==> config.mk <==
export PLATFORM = sky130hd
export DESIGN_NAME = pipelined_prime_sieve
export DESIGN_NICKNAME = d
export VERILOG_FILES = /design/src/rtl/pps_pkg.sv /design/src/rtl/pps_front.sv /design/src/rtl/pps_queue.sv /design/src/rtl/pps_back.sv /design/src/rtl/pipelined_prime_sieve.sv
export SDC_FILE = /design/constraint.sdc
export NUM_CORES = 2
export LEC_CHECK = 0
export ABC_AREA = 1
export BUFFER_PORTS_ARGS = -buffer_cell sky130_fd_sc_hd__buf_2
export CAP_MARGIN = 0
export CORE_ASPECT_RATIO = 1.5
export CORE_UTILIZATION = 56
export CTS_BUF_LIST = sky130_fd_sc_hd__clkbuf_2
export DETAILED_ROUTE_END_ITERATION = 6
export PLACE_DENSITY = 0.72
export SLEW_MARGIN = 20
export SYNTH_ARGS = -nofsm -noshare
export SYNTH_HDL_FRONTEND = slang
export SYNTH_SLANG_ARGS = --single-unit
==> constraint.sdc <==
create_clock -name clk_i -period 4.45 [get_ports clk_i]
set_input_delay 0.2225 -clock clk_i [delete_from_list [all_inputs] [get_ports clk_i]]
set_output_delay 0.2225 -clock clk_i [all_outputs]
set_load 0.01 [all_outputs]
==> src/rtl/pps_pkg.sv <==
package pps_pkg;

  localparam int unsigned MaxPrimesDef = 64;
  localparam int unsigned ValueBitsDef = 16;
  localparam int unsigned QueueDepth   = 2;

  typedef enum logic [1:0] {
    BS_IDLE,
    BS_READ,
    BS_DIV,
    BS_DECIDE
  } back_state_e;

endpackage

==> src/rtl/pps_front.sv <==
module pps_front import pps_pkg::*; #(
  parameter int unsigned VALUE_BITS = ValueBitsDef
) (
  input  logic                  clk_i,
  input  logic                  rst_ni,
  input  logic                  in_valid_i,
  output logic                  in_ready_o,
  input  logic [VALUE_BITS-1:0] value_i,
  input  logic                  last_i,
  output logic                  item_valid_o,
  input  logic                  item_ready_i,
  output logic [VALUE_BITS-1:0] item_value_o,
  output logic                  item_last_o
);

  logic                  valid_q, valid_d;
  logic [VALUE_BITS-1:0] value_q;
  logic                  last_q;
  logic                  take;

  assign in_ready_o = !valid_q || item_ready_i;
  assign take       = in_valid_i && in_ready_o;

  always_comb begin
    valid_d = valid_q;
    if (item_ready_i) begin
      valid_d = 1'b0;
    end
    if (take) begin
      valid_d = 1'b1;
    end
  end

  always_ff @(posedge clk_i or negedge rst_ni) begin
    if (!rst_ni) begin
      valid_q <= 1'b0;
    end else begin
      valid_q <= valid_d;
    end
  end

  always_ff @(posedge clk_i) begin
    if (take) begin
      value_q <= value_i;
      last_q  <= last_i;
    end
  end

  assign item_valid_o = valid_q;
  assign item_value_o = value_q;
  assign item_last_o  = last_q;

endmodule

==> src/rtl/pps_queue.sv <==
module pps_queue import pps_pkg::*; #(
  parameter int unsigned WIDTH = ValueBitsDef + 1
) (
  input  logic             clk_i,
  input  logic             rst_ni,
  input  logic             push_valid_i,
  output logic             push_ready_o,
  input  logic [WIDTH-1:0] push_data_i,
  output logic             pop_valid_o,
  input  logic             pop_ready_i,
  output logic [WIDTH-1:0] pop_data_o
);

  localparam int unsigned PtrW = (QueueDepth > 1) ? $clog2(QueueDepth) : 1;
  localparam int unsigned CntW = $clog2(QueueDepth + 1);

  logic [WIDTH-1:0] entry_q [QueueDepth];
  logic [PtrW-1:0]  wr_ptr_q, wr_ptr_d;
  logic [PtrW-1:0]  rd_ptr_q, rd_ptr_d;
  logic [CntW-1:0]  cnt_q, cnt_d;
  logic             push, pop;

  assign push_ready_o = cnt_q != CntW'(QueueDepth);
  assign pop_valid_o  = cnt_q != '0;
  assign push         = push_valid_i && push_ready_o;
  assign pop          = pop_valid_o && pop_ready_i;
  assign pop_data_o   = entry_q[rd_ptr_q];

  always_comb begin
    wr_ptr_d = wr_ptr_q;
    rd_ptr_d = rd_ptr_q;
    cnt_d    = cnt_q;
    if (push) begin
      wr_ptr_d = (wr_ptr_q == PtrW'(QueueDepth - 1)) ? '0 : wr_ptr_q + 1'b1;
    end
    if (pop) begin
      rd_ptr_d = (rd_ptr_q == PtrW'(QueueDepth - 1)) ? '0 : rd_ptr_q + 1'b1;
    end
    if (push && !pop) begin
      cnt_d = cnt_q + 1'b1;
    end else if (pop && !push) begin
      cnt_d = cnt_q - 1'b1;
    end
  end

  always_ff @(posedge clk_i or negedge rst_ni) begin
    if (!rst_ni) begin
      wr_ptr_q <= '0;
      rd_ptr_q <= '0;
      cnt_q    <= '0;
    end else begin
      wr_ptr_q <= wr_ptr_d;
      rd_ptr_q <= rd_ptr_d;
      cnt_q    <= cnt_d;
    end
  end

  always_ff @(posedge clk_i) begin
    if (push) begin
      entry_q[wr_ptr_q] <= push_data_i;
    end
  end

endmodule

==> src/rtl/pps_back.sv <==
module pps_back import pps_pkg::*; #(
  parameter int unsigned MAX_PRIMES = MaxPrimesDef,
  parameter int unsigned VALUE_BITS = ValueBitsDef
) (
  input  logic                  clk_i,
  input  logic                  rst_ni,
  input  logic                  item_valid_i,
  output logic                  item_ready_o,
  input  logic [VALUE_BITS-1:0] item_value_i,
  input  logic                  item_last_i,
  output logic                  out_valid_o,
  input  logic                  out_ready_i,
  output logic [VALUE_BITS-1:0] prime_o,
  output logic                  overflow_o
);

  localparam int unsigned CntW  = $clog2(MAX_PRIMES + 1);
  localparam int unsigned IdxW  = (MAX_PRIMES > 1) ? $clog2(MAX_PRIMES) : 1;
  localparam int unsigned StepW = $clog2(VALUE_BITS);

  back_state_e state_q, state_d;

  logic [VALUE_BITS-1:0] mem [MAX_PRIMES];
  logic [VALUE_BITS-1:0] rdata_q;
  logic [IdxW-1:0]       rd_addr;
  logic                  wr_en;

  logic [VALUE_BITS-1:0] cand_q, cand_d;
  logic                  last_q, last_d;
  logic                  survive_q, survive_d;
  logic [CntW-1:0]       idx_q, idx_d;
  logic [CntW-1:0]       cnt_q, cnt_d;
  logic [VALUE_BITS-1:0] div_q, div_d;
  logic [VALUE_BITS-1:0] dvd_q, dvd_d;
  logic [VALUE_BITS-1:0] rem_q, rem_d;
  logic [StepW-1:0]      step_q, step_d;
  logic                  out_valid_q, out_valid_d;
  logic [VALUE_BITS-1:0] prime_q, prime_d;
  logic                  ovf_q, ovf_d;

  logic [VALUE_BITS:0]   shifted, diff;
  logic [VALUE_BITS-1:0] rem_nx;
  logic                  out_free;
  logic [CntW-1:0]       idx_inc;

  // one restoring remainder step per cycle, a zero divisor leaves the dividend
  assign shifted  = {rem_q, dvd_q[VALUE_BITS-1]};
  assign diff     = shifted - {1'b0, div_q};
  assign rem_nx   = (shifted >= {1'b0, div_q}) ? diff[VALUE_BITS-1:0]
                                               : shifted[VALUE_BITS-1:0];
  assign out_free = !out_valid_q || out_ready_i;
  assign idx_inc  = idx_q + 1'b1;

  always_comb begin
    state_d = state_q;
    unique case (state_q)
      BS_IDLE: begin
        if (item_valid_i) begin
          state_d = (cnt_q == '0) ? BS_DECIDE : BS_READ;
        end
      end
      BS_READ: state_d = BS_DIV;
      BS_DIV: begin
        if (step_q == '0) begin
          if (rem_nx == '0 || idx_inc == cnt_q) begin
            state_d = BS_DECIDE;
          end else begin
            state_d = BS_READ;
          end
        end
      end
      BS_DECIDE: begin
        if (!survive_q || out_free) begin
          state_d = BS_IDLE;
        end
      end
      default: state_d = BS_IDLE;
    endcase
  end

  always_comb begin
    cand_d       = cand_q;
    last_d       = last_q;
    survive_d    = survive_q;
    idx_d        = idx_q;
    cnt_d        = cnt_q;
    div_d        = div_q;
    dvd_d        = dvd_q;
    rem_d        = rem_q;
    step_d       = step_q;
    prime_d      = prime_q;
    ovf_d        = ovf_q;
    out_valid_d  = out_valid_q && !out_ready_i;
    wr_en        = 1'b0;
    item_ready_o = 1'b0;
    unique case (state_q)
      BS_IDLE: begin
        item_ready_o = 1'b1;
        if (item_valid_i) begin
          cand_d    = item_value_i;
          last_d    = item_last_i;
          survive_d = 1'b1;
          idx_d     = '0;
        end
      end
      BS_READ: begin
        div_d  = rdata_q;
        dvd_d  = cand_q;
        rem_d  = '0;
        step_d = StepW'(VALUE_BITS - 1);
      end
      BS_DIV: begin
        rem_d  = rem_nx;
        dvd_d  = dvd_q << 1;
        step_d = step_q - 1'b1;
        if (step_q == '0) begin
          if (rem_nx == '0) begin
            survive_d = 1'b0;
          end else begin
            idx_d = idx_inc;
          end
        end
      end
      BS_DECIDE: begin
        if (survive_q && out_free) begin
          out_valid_d = 1'b1;
          prime_d     = cand_q;
          ovf_d       = cnt_q == CntW'(MAX_PRIMES);
          if (cnt_q != CntW'(MAX_PRIMES)) begin
            wr_en = 1'b1;
            cnt_d = cnt_q + 1'b1;
          end
        end
        if ((!survive_q || out_free) && last_q) begin
          cnt_d = '0;
        end
      end
      default: ;
    endcase
  end

  assign rd_addr = idx_d[IdxW-1:0];

  always_ff @(posedge clk_i) begin
    if (wr_en) begin
      mem[cnt_q[IdxW-1:0]] <= cand_q;
    end
    rdata_q <= mem[rd_addr];
  end

  always_ff @(posedge clk_i or negedge rst_ni) begin
    if (!rst_ni) begin
      state_q     <= BS_IDLE;
      cnt_q       <= '0;
      out_valid_q <= 1'b0;
    end else begin
      state_q     <= state_d;
      cnt_q       <= cnt_d;
      out_valid_q <= out_valid_d;
    end
  end

  always_ff @(posedge clk_i) begin
    cand_q    <= cand_d;
    last_q    <= last_d;
    survive_q <= survive_d;
    idx_q     <= idx_d;
    div_q     <= div_d;
    dvd_q     <= dvd_d;
    rem_q     <= rem_d;
    step_q    <= step_d;
    prime_q   <= prime_d;
    ovf_q     <= ovf_d;
  end

  assign out_valid_o = out_valid_q;
  assign prime_o     = prime_q;
  assign overflow_o  = ovf_q;

endmodule

==> src/rtl/pipelined_prime_sieve.sv <==
// flow: an item passes the front register and the queue; the back end then reads each stored
// prime and divides the item by it until a divisor is found or the list ends
// the back end takes one item at a time, limited by the shared bit-serial remainder
// unit and the single read port of the prime store; the front and queue buffer later items
// reset: asynchronous, active low; clears the list count, queue and handshakes,
// the store itself is not cleared
module pipelined_prime_sieve import pps_pkg::*; #(
  parameter int unsigned MAX_PRIMES = MaxPrimesDef,
  parameter int unsigned VALUE_BITS = ValueBitsDef
) (
  input  logic                  clk_i,
  input  logic                  rst_ni,
  input  logic                  in_valid_i,
  output logic                  in_ready_o,
  input  logic [VALUE_BITS-1:0] value_i,
  input  logic                  last_i,
  output logic                  out_valid_o,
  input  logic                  out_ready_i,
  output logic [VALUE_BITS-1:0] prime_o,
  output logic                  overflow_o
);

  logic                  fr_valid, fr_ready;
  logic [VALUE_BITS-1:0] fr_value;
  logic                  fr_last;
  logic                  q_valid, q_ready;
  logic [VALUE_BITS:0]   q_data;

  pps_front #(
    .VALUE_BITS(VALUE_BITS)
  ) u_front (
    .clk_i       (clk_i),
    .rst_ni      (rst_ni),
    .in_valid_i  (in_valid_i),
    .in_ready_o  (in_ready_o),
    .value_i     (value_i),
    .last_i      (last_i),
    .item_valid_o(fr_valid),
    .item_ready_i(fr_ready),
    .item_value_o(fr_value),
    .item_last_o (fr_last)
  );

  pps_queue #(
    .WIDTH(VALUE_BITS + 1)
  ) u_queue (
    .clk_i       (clk_i),
    .rst_ni      (rst_ni),
    .push_valid_i(fr_valid),
    .push_ready_o(fr_ready),
    .push_data_i ({fr_last, fr_value}),
    .pop_valid_o (q_valid),
    .pop_ready_i (q_ready),
    .pop_data_o  (q_data)
  );

  pps_back #(
    .MAX_PRIMES(MAX_PRIMES),
    .VALUE_BITS(VALUE_BITS)
  ) u_back (
    .clk_i       (clk_i),
    .rst_ni      (rst_ni),
    .item_valid_i(q_valid),
    .item_ready_o(q_ready),
    .item_value_i(q_data[VALUE_BITS-1:0]),
    .item_last_i (q_data[VALUE_BITS]),
    .out_valid_o (out_valid_o),
    .out_ready_i (out_ready_i),
    .prime_o     (prime_o),
    .overflow_o  (overflow_o)
  );

endmodule
* After elaboration in Yosys (flattened, before gate mapping)
Memory sizes are Yosys's and may differ from the RTL's. A register that Yosys moved wholly into a read port is not among the register bits.
Index checks and enable logic that the tools add are counted.
Widths: inputs -> output; s select.
** Word-level totals
- Register bits :: 109
- Memory bits (writable) :: 1058
- Input bits :: 21
- Output and inout port bits :: 19
- Memories kept :: 2
** Memories
- u_back.mem :: depth 64, bits a word 16, rd ports 1, clocked after memory_dff 1, write ports 1, RTL line pps_back.sv:23 : logic [VALUE_BITS-1:0] mem [MAX_PRIMES];
- u_queue.entry_q :: depth 2, bits a word 17, rd ports 1, clocked after memory_dff 1, write ports 1, RTL line pps_queue.sv:17 : logic [WIDTH-1:0] entry_q [QueueDepth];
** Cells by class
- Add/subtract/negate cells :: 8
- Order comparisons :: 1
- Equality and inequality tests :: 12
- Mux-type cells :: 37
- Reduce and logical (&&, ||, !) cells :: 35
** Operator list (number)
- $pmux 16 s2 :: 2
- $mux 7 :: 6
- $ge 17x16->1 :: 1
- $mux 1 :: 17
- $logic_not 16->1 :: 1
- $mux 16 :: 1
- $sub 16x16->16 :: 1
- $add 7x1->7 const B :: 2
- $mux 2 :: 7
- $pmux 7 s2 :: 1
- $reduce_bool 2->1 :: 7
- $logic_and 1x1->1 :: 8
- $pmux 2 s4 :: 1
- $pmux 4 s2 :: 1
- $reduce_and 4->1 :: 2
- $eq 7x7->1 :: 1
- $eq 7x7->1 const B :: 1
- $logic_not 7->1 :: 1
- $ne 7x7->1 const B :: 1
- $logic_not 1->1 :: 6
- $ne 2x1->1 const B :: 3
- $ne 2x2->1 const B :: 3
- $reduce_and 3->1 :: 2
- $eq 2x2->1 const B :: 2
- 10 further kinds :: 15

* Longest topological paths before layout
- Depth after elaboration :: 7
- Depth in mapped cells :: 30

* By module
Synthesis repeated with hierarchy kept, for this count alone.
** Second synthesis, totals
- Cell total of the unflattened synthesis :: 4812
- Area, all modules :: 53153.5 µm²
** By module, submodules not included
- pps_back :: instances 1, cells an instance 4672, area an instance 51077.7 µm², sequential area each 34082.7 µm²
- pps_queue :: instances 1, cells an instance 117, area an instance 1520.2 µm², sequential area each 1121.1 µm²
- pps_front :: instances 1, cells an instance 23, area an instance 555.5 µm², sequential area each 535.5 µm²

* Worst setup path before layout
No wires, ideal clock.
- Path kind :: reg2reg
- Start point :: register u_back.state_q[0]
- End point :: memory u_back.mem[10][0] (netlist name) (enable)
- Data arrival time :: 3.350 ns
- Required time :: 4.062 ns
- Path slack :: 0.712 ns
- Stages on the path, launching flop included :: 9
- Buffers on the path :: 1
- Clock period less this slack :: 3.738 ns
- Cell sequence :: dfrtp_1 > ha_1 > inv_1 > nor3_1 > nand2_1 > inv_1 > buf_1 > nand2_1 > nor2_1
** Between the ends
- Longest elaborated chain between the ends :: 4
** Ends and longest elaborated chain
- from (decl) :: RTL line pps_back.sv:21 : back_state_e state_q, state_d;
- from (signal assigned) :: RTL line pps_back.sv:157 : state_q <= state_d;
- $eq 2x2->1 :: RTL line pps_back.sv:96 : unique case (state_q)
- $mux 1 :: RTL line pps_back.sv:96
- $mux 1 :: RTL line pps_back.sv:145 : if (wr_en) begin
- $mux 1 (not written as such) :: RTL line pps_back.sv:146 : mem[cnt_q[IdxW-1:0]] <= cand_q;
- to (decl) :: RTL line pps_back.sv:23
No other way between the ends.

* Worst setup path in the final report
- Start point :: register u_back.rem_q[1]
- End point :: register u_back.rdata_q[1], read port of u_back.mem
** Between the ends
- Longest elaborated chain between the ends :: 6
** Ends and longest elaborated chain
- from (decl) :: RTL line pps_back.sv:35 : logic [VALUE_BITS-1:0] rem_q, rem_d;
- from (signal assigned) :: RTL line pps_back.sv:170 : rem_q <= rem_d;
- $sub 16x16->16 or $ge 17x16->1 (tied branches) :: RTL line pps_back.sv:48, pps_back.sv:49
- $mux 16 (*) :: RTL line pps_back.sv:49 : assign rem_nx = (shifted >= {1'b0, div_q}) ? diff[VALUE_BITS-1:0]
- $logic_not 16->1 (*) :: RTL line pps_back.sv:117 : if (rem_nx == '0) begin
- $mux 7 (*) :: RTL line pps_back.sv:117
- $mux 7 (*) :: RTL line pps_back.sv:116 : if (step_q == '0) begin
- $pmux 7 s2 (*) :: RTL line pps_back.sv:96
- to (decl) :: RTL line pps_back.sv:24 : logic [VALUE_BITS-1:0] rdata_q;
Mark *: on every way between the ends. The rest lies on a longest branch, timed or not. The select of a mux whose other input is x is not followed.
A chain may end at the register's enable or synchronous reset.

==> qor.yml <==
outcome:
  outcome: "complete, no violations"
timing:
  worst_slew_pin_slew_ns: 1.14
  fmax_mhz: 236
  min_period_ns: 4.24
  setup_viol: 0
  final.setup_skew_ns: 0.108
  slew_violations: 0
  finalCritPeriodShare: 0.954
  rsz0062_at_grt: "yes"
  finalHoldViolations: 0
  slew_headroom: 0.237
place:
  port_buffers: 39
  hpwl_um: 87000
  place_congestion: 0.945
  postPlaceCellArea_um2: 55800
  dp.cells: 6052
cells_and_area:
  fin_cells: 6610
  syn_to_final_growth_pct: 11.8
  drive_above_1_share: 0.146
  finalNetCount: 5208
  postLayoutCellArea_um2: 59500
  nFillCells: 7389
drt:
  routed_wirelength_um: 148000
  drt_iter0_drc: 3910
  drc_errors: 0
  dr.pass1.iters: 6
  num_vias: 37700
  ant_nets: 0
  wl_per_cell_um: 22.4
  via_per_inst: 5.70
global_route:
  grt_overflow: 0
  grt_use_total: 0.308
  grt_pass1_vias: 37100
  grt_start_max_net_pins: 82
  antenna_found_initial: 3
  grt_pass1_wl_um: 219000
power_and_ir_drop:
  p_comb_frac: 0.206
  seqPwrFrac: 0.553
  clkPwrFrac: 0.242
  switchingPower_mw: 9.10
  power.leakage_nw: 23.8
  p_sw_frac: 0.330
  intPower_mw: 18.5
  vdd_drop_max_mv: 0.682
  cellPowerDensity_nw_per_um2: 464
clock_tree:
  htreeDepth: 5
  root_buffer: "clkbuf_2"
  clk_pin_slew_ns: 0.11
  cts_buffer_depth: 4
  numCtsBuffers: 287
  insertion_delay_ns: 1.62
  cts_sinks: 1200
  cts_tree: "built"
die:
  coreArea_um2: 94300
  start_util: 0.564
  num_rows: 138
  die_w_um: 254
  dieArea_um2: 96300
  pin_count: 40
  die_h_um: 380
synthesis:
  synth_area_leader_cell: "edfxtp_1"
  synth_edf_count: 1163
  synth_cell_types: 35
  syn_area_um2: 53200
  yosysSeqAreaShare: 0.672
  yosysMostFrequentCell: "edfxtp_1"
  syn_nets: 4864
  syn_inst: 4817
  synth-main-ff-cell: "edfxtp_1"
  synth_warnings: 0
  ys_ff_latch: 1200
  syn_area_per_cell_um2: 11.0
  synth_area_leaders: "edfxtp_1 (66%), nand3_1 (11%), nand2_1 (6.1%), nand3b_1 (5.3%), inv_1 (4.8%)"
  synthTopCellsByCount: "edfxtp_1 (1,163), nand3_1 (1,139), nand2_1 (870), inv_1 (681), nand3b_1 (377)"
  synth_top_area_share: 0.656
  ys_async_sr_fraction: 0.0125
critical_path:
  path_buf_inv: 4
  cpLargestDelayFamily: "simple AND/OR/NAND/NOR gates"
  crit_path_max_incr_delay_ns: 0.44
  arrival_ns: 5.81
  cp-start-kind: "register"
  crit_slowest_cell: "edfxtp_1"
  crit_top_cell: "nand3_1"
  path_cells: "ha_2 -> nand2_2 -> nor2_1 -> nand2_1 -> nor3_2 -> nor2_4 -> buf_4 -> nand3_1 -> nand2_1 -> nor2_1 -> nand2_1 -> nor2_1 -> nand2_2 -> nand4_1 -> nand2_8 -> inv_8 -> buf_12 -> buf_16 -> nand3_1 -> nand3_1 -> nand3_1 -> nand3_1 -> nand3_1 -> nand2_1"
  critPathRequiredTime_ns: 6.02
  crit_type: "register to register"
  cp_max_fo: 41
  end_kind: "register"
job:
  maxCapViolations: 0
min_path:
  hold_class: "input pin to register"
stage by stage:
step / setup slack, ns / power, mW / hold WS [ns] / utilization / TNS [ns]
after CTS: 0.00784 / 27.4 / 0.0649 / 0.624 / 0
after global routing: -0.0439 / 28.7 / 0.153 / 0.631 / -0.170
after floorplan: 0.712 / 18.2 / -0.0731 / - / 0
after detailed placement: -0.292 / 20.8 / 0.205 / 0.592 / -1.69
after global placement: -0.259 / 20.6 / 0.215 / 0.592 / -1.58
final: 0.205 / 27.6 / 0.163 / 0.631 / 0
power groups by stage:
stage / Combinational [mW] / Sequential (mW) / Clock [mW]
after floorplan: 2.36 / 15.9 / 0
after global placement: 5.19 / 15.4 / 0
after detailed placement: 5.27 / 15.5 / 0
after CTS: 5.37 / 15.2 / 6.75
after global routing: 6.10 / 15.3 / 7.30
final: 5.68 / 15.3 / 6.68
worst reg2reg max path, delay by kind of cell (launching register included):
family | cells | cell delay, ns
buffers and inverters | 4 | 0.77
AND/OR/NAND/NOR | 19 | 2.62
flip-flops | 1 | 0.44
adder cells (fa/ha/maj) | 1 | 0.42
path summary, 6_finish.rpt:
check | start | endpoint | slack [ns] | cells past startpoint
min | out_ready_i | u_back.out_valid_o | 0.16 | 6
max in group asynchronous | rst_ni | u_back.cnt_q[1] | 3.36 | 4
max | u_back.rem_q[1] | u_back.rdata_q[1] | 0.21 | 24
min reg2reg | u_back.rdata_q[6] | u_back.div_q[6] | 0.40 | 0
min in group asynchronous | rst_ni | u_front.item_valid_o | 0.42 | 4
max reg2reg | u_back.rem_q[1] | u_back.rdata_q[1] | 0.21 | 24
state kept, by name, indices dropped and copies added (netlist names), 2 cells and up:
name,cells
u_back.mem,1024
u_queue.entry_q,34
u_back.cand_q,16
u_back.div_q,16
u_back.dvd_q,16
u_back.prime_o,16
u_back.rdata_q,16
u_back.rem_q,16
u_front.item_value_o,16
u_back.cnt_q,7
u_back.idx_q,7
u_back.step_q,4
u_back.state_q,2
u_queue.cnt_q,2
layer usage:
layer | GRT usage | part of all wire | vias to the layer above
met5 | 0 | 0.000088 | -
li1 | - | - | 17300
met2 | 0.518 | 0.51 | 1957
met1 | 0.363 | 0.35 | 18000
met4 | 0.193 | 0.066 | 2
met3 | 0.0587 | 0.078 | 448
cells by family (layout without fill, tap and decap cells):
| family | Yosys count | count (layout) | share of synthesized area |
|---|---|---|---|
| buffers and inverters | 978 | 1505 | 0.0789 |
| DFF | 1200 | 1200 | 0.672 |
| AOI/OAI and AO/OA | 50 | 50 | 0.00480 |
| xor gates and xnor gates | 19 | 19 | 0.00313 |
| adders and majority gates | 26 | 26 | 0.00625 |
| and+or+nand+nor | 2544 | 2544 | 0.235 |
| other | 0 | 6 | 0 |
final cells by class:
type | count | area, um2 | area share
tap | 1260 | 1580 | 0.0265
antenna | 6 | 15.0 | 0.000252
sequential | 1200 | 35700 | 0.601
inverter | 686 | 2590 | 0.0435
multi-input combinational | 2639 | 13700 | 0.230
clock inverter | 71 | 304 | 0.00511
clock buffer | 401 | 2010 | 0.0337
timing repair buffer | 347 | 3570 | 0.0599
cell usage in the layout (no fill, tap or decap), drive strengths merged:
| cell type | count |
|---|---|
| dfrtp | 15 |
| fa | 1 |
| buf | 283 |
| xnor2 | 3 |
| ha | 25 |
| diode | 6 |
| and2 | 3 |
| a21oi | 33 |
| nor3b | 1 |
| dlygate4sd3 | 59 |
| clkbuf | 406 |
| o21ai | 14 |
| edfxtp | 1163 |
| nor3 | 13 |
| clkinv | 68 |
| dfxtp | 22 |
| inv | 688 |
| o211ai | 1 |
| nand4 | 13 |
| bufinv | 1 |
| nand3 | 1139 |
| o22ai | 2 |
| or2 | 3 |
| nor2 | 117 |
| nand3b | 377 |
| xor2 | 16 |
| nand2 | 878 |
what timing repair did:
| action | 4_1_cts | 5_1_grt |
|---|---|---|
| cloned | 0 | 5 |
| resized for setup | 21 | 72 |
| endpoints found under the setup margin | 16 | 16 |
| buffers inserted | 1 | 16 |
| pin swaps | 1 | 4 |
| hold endpoints to repair | 77 | 0 |
| hold buffers | 59 | 0 |
Power figures use the tool's default switching activity.
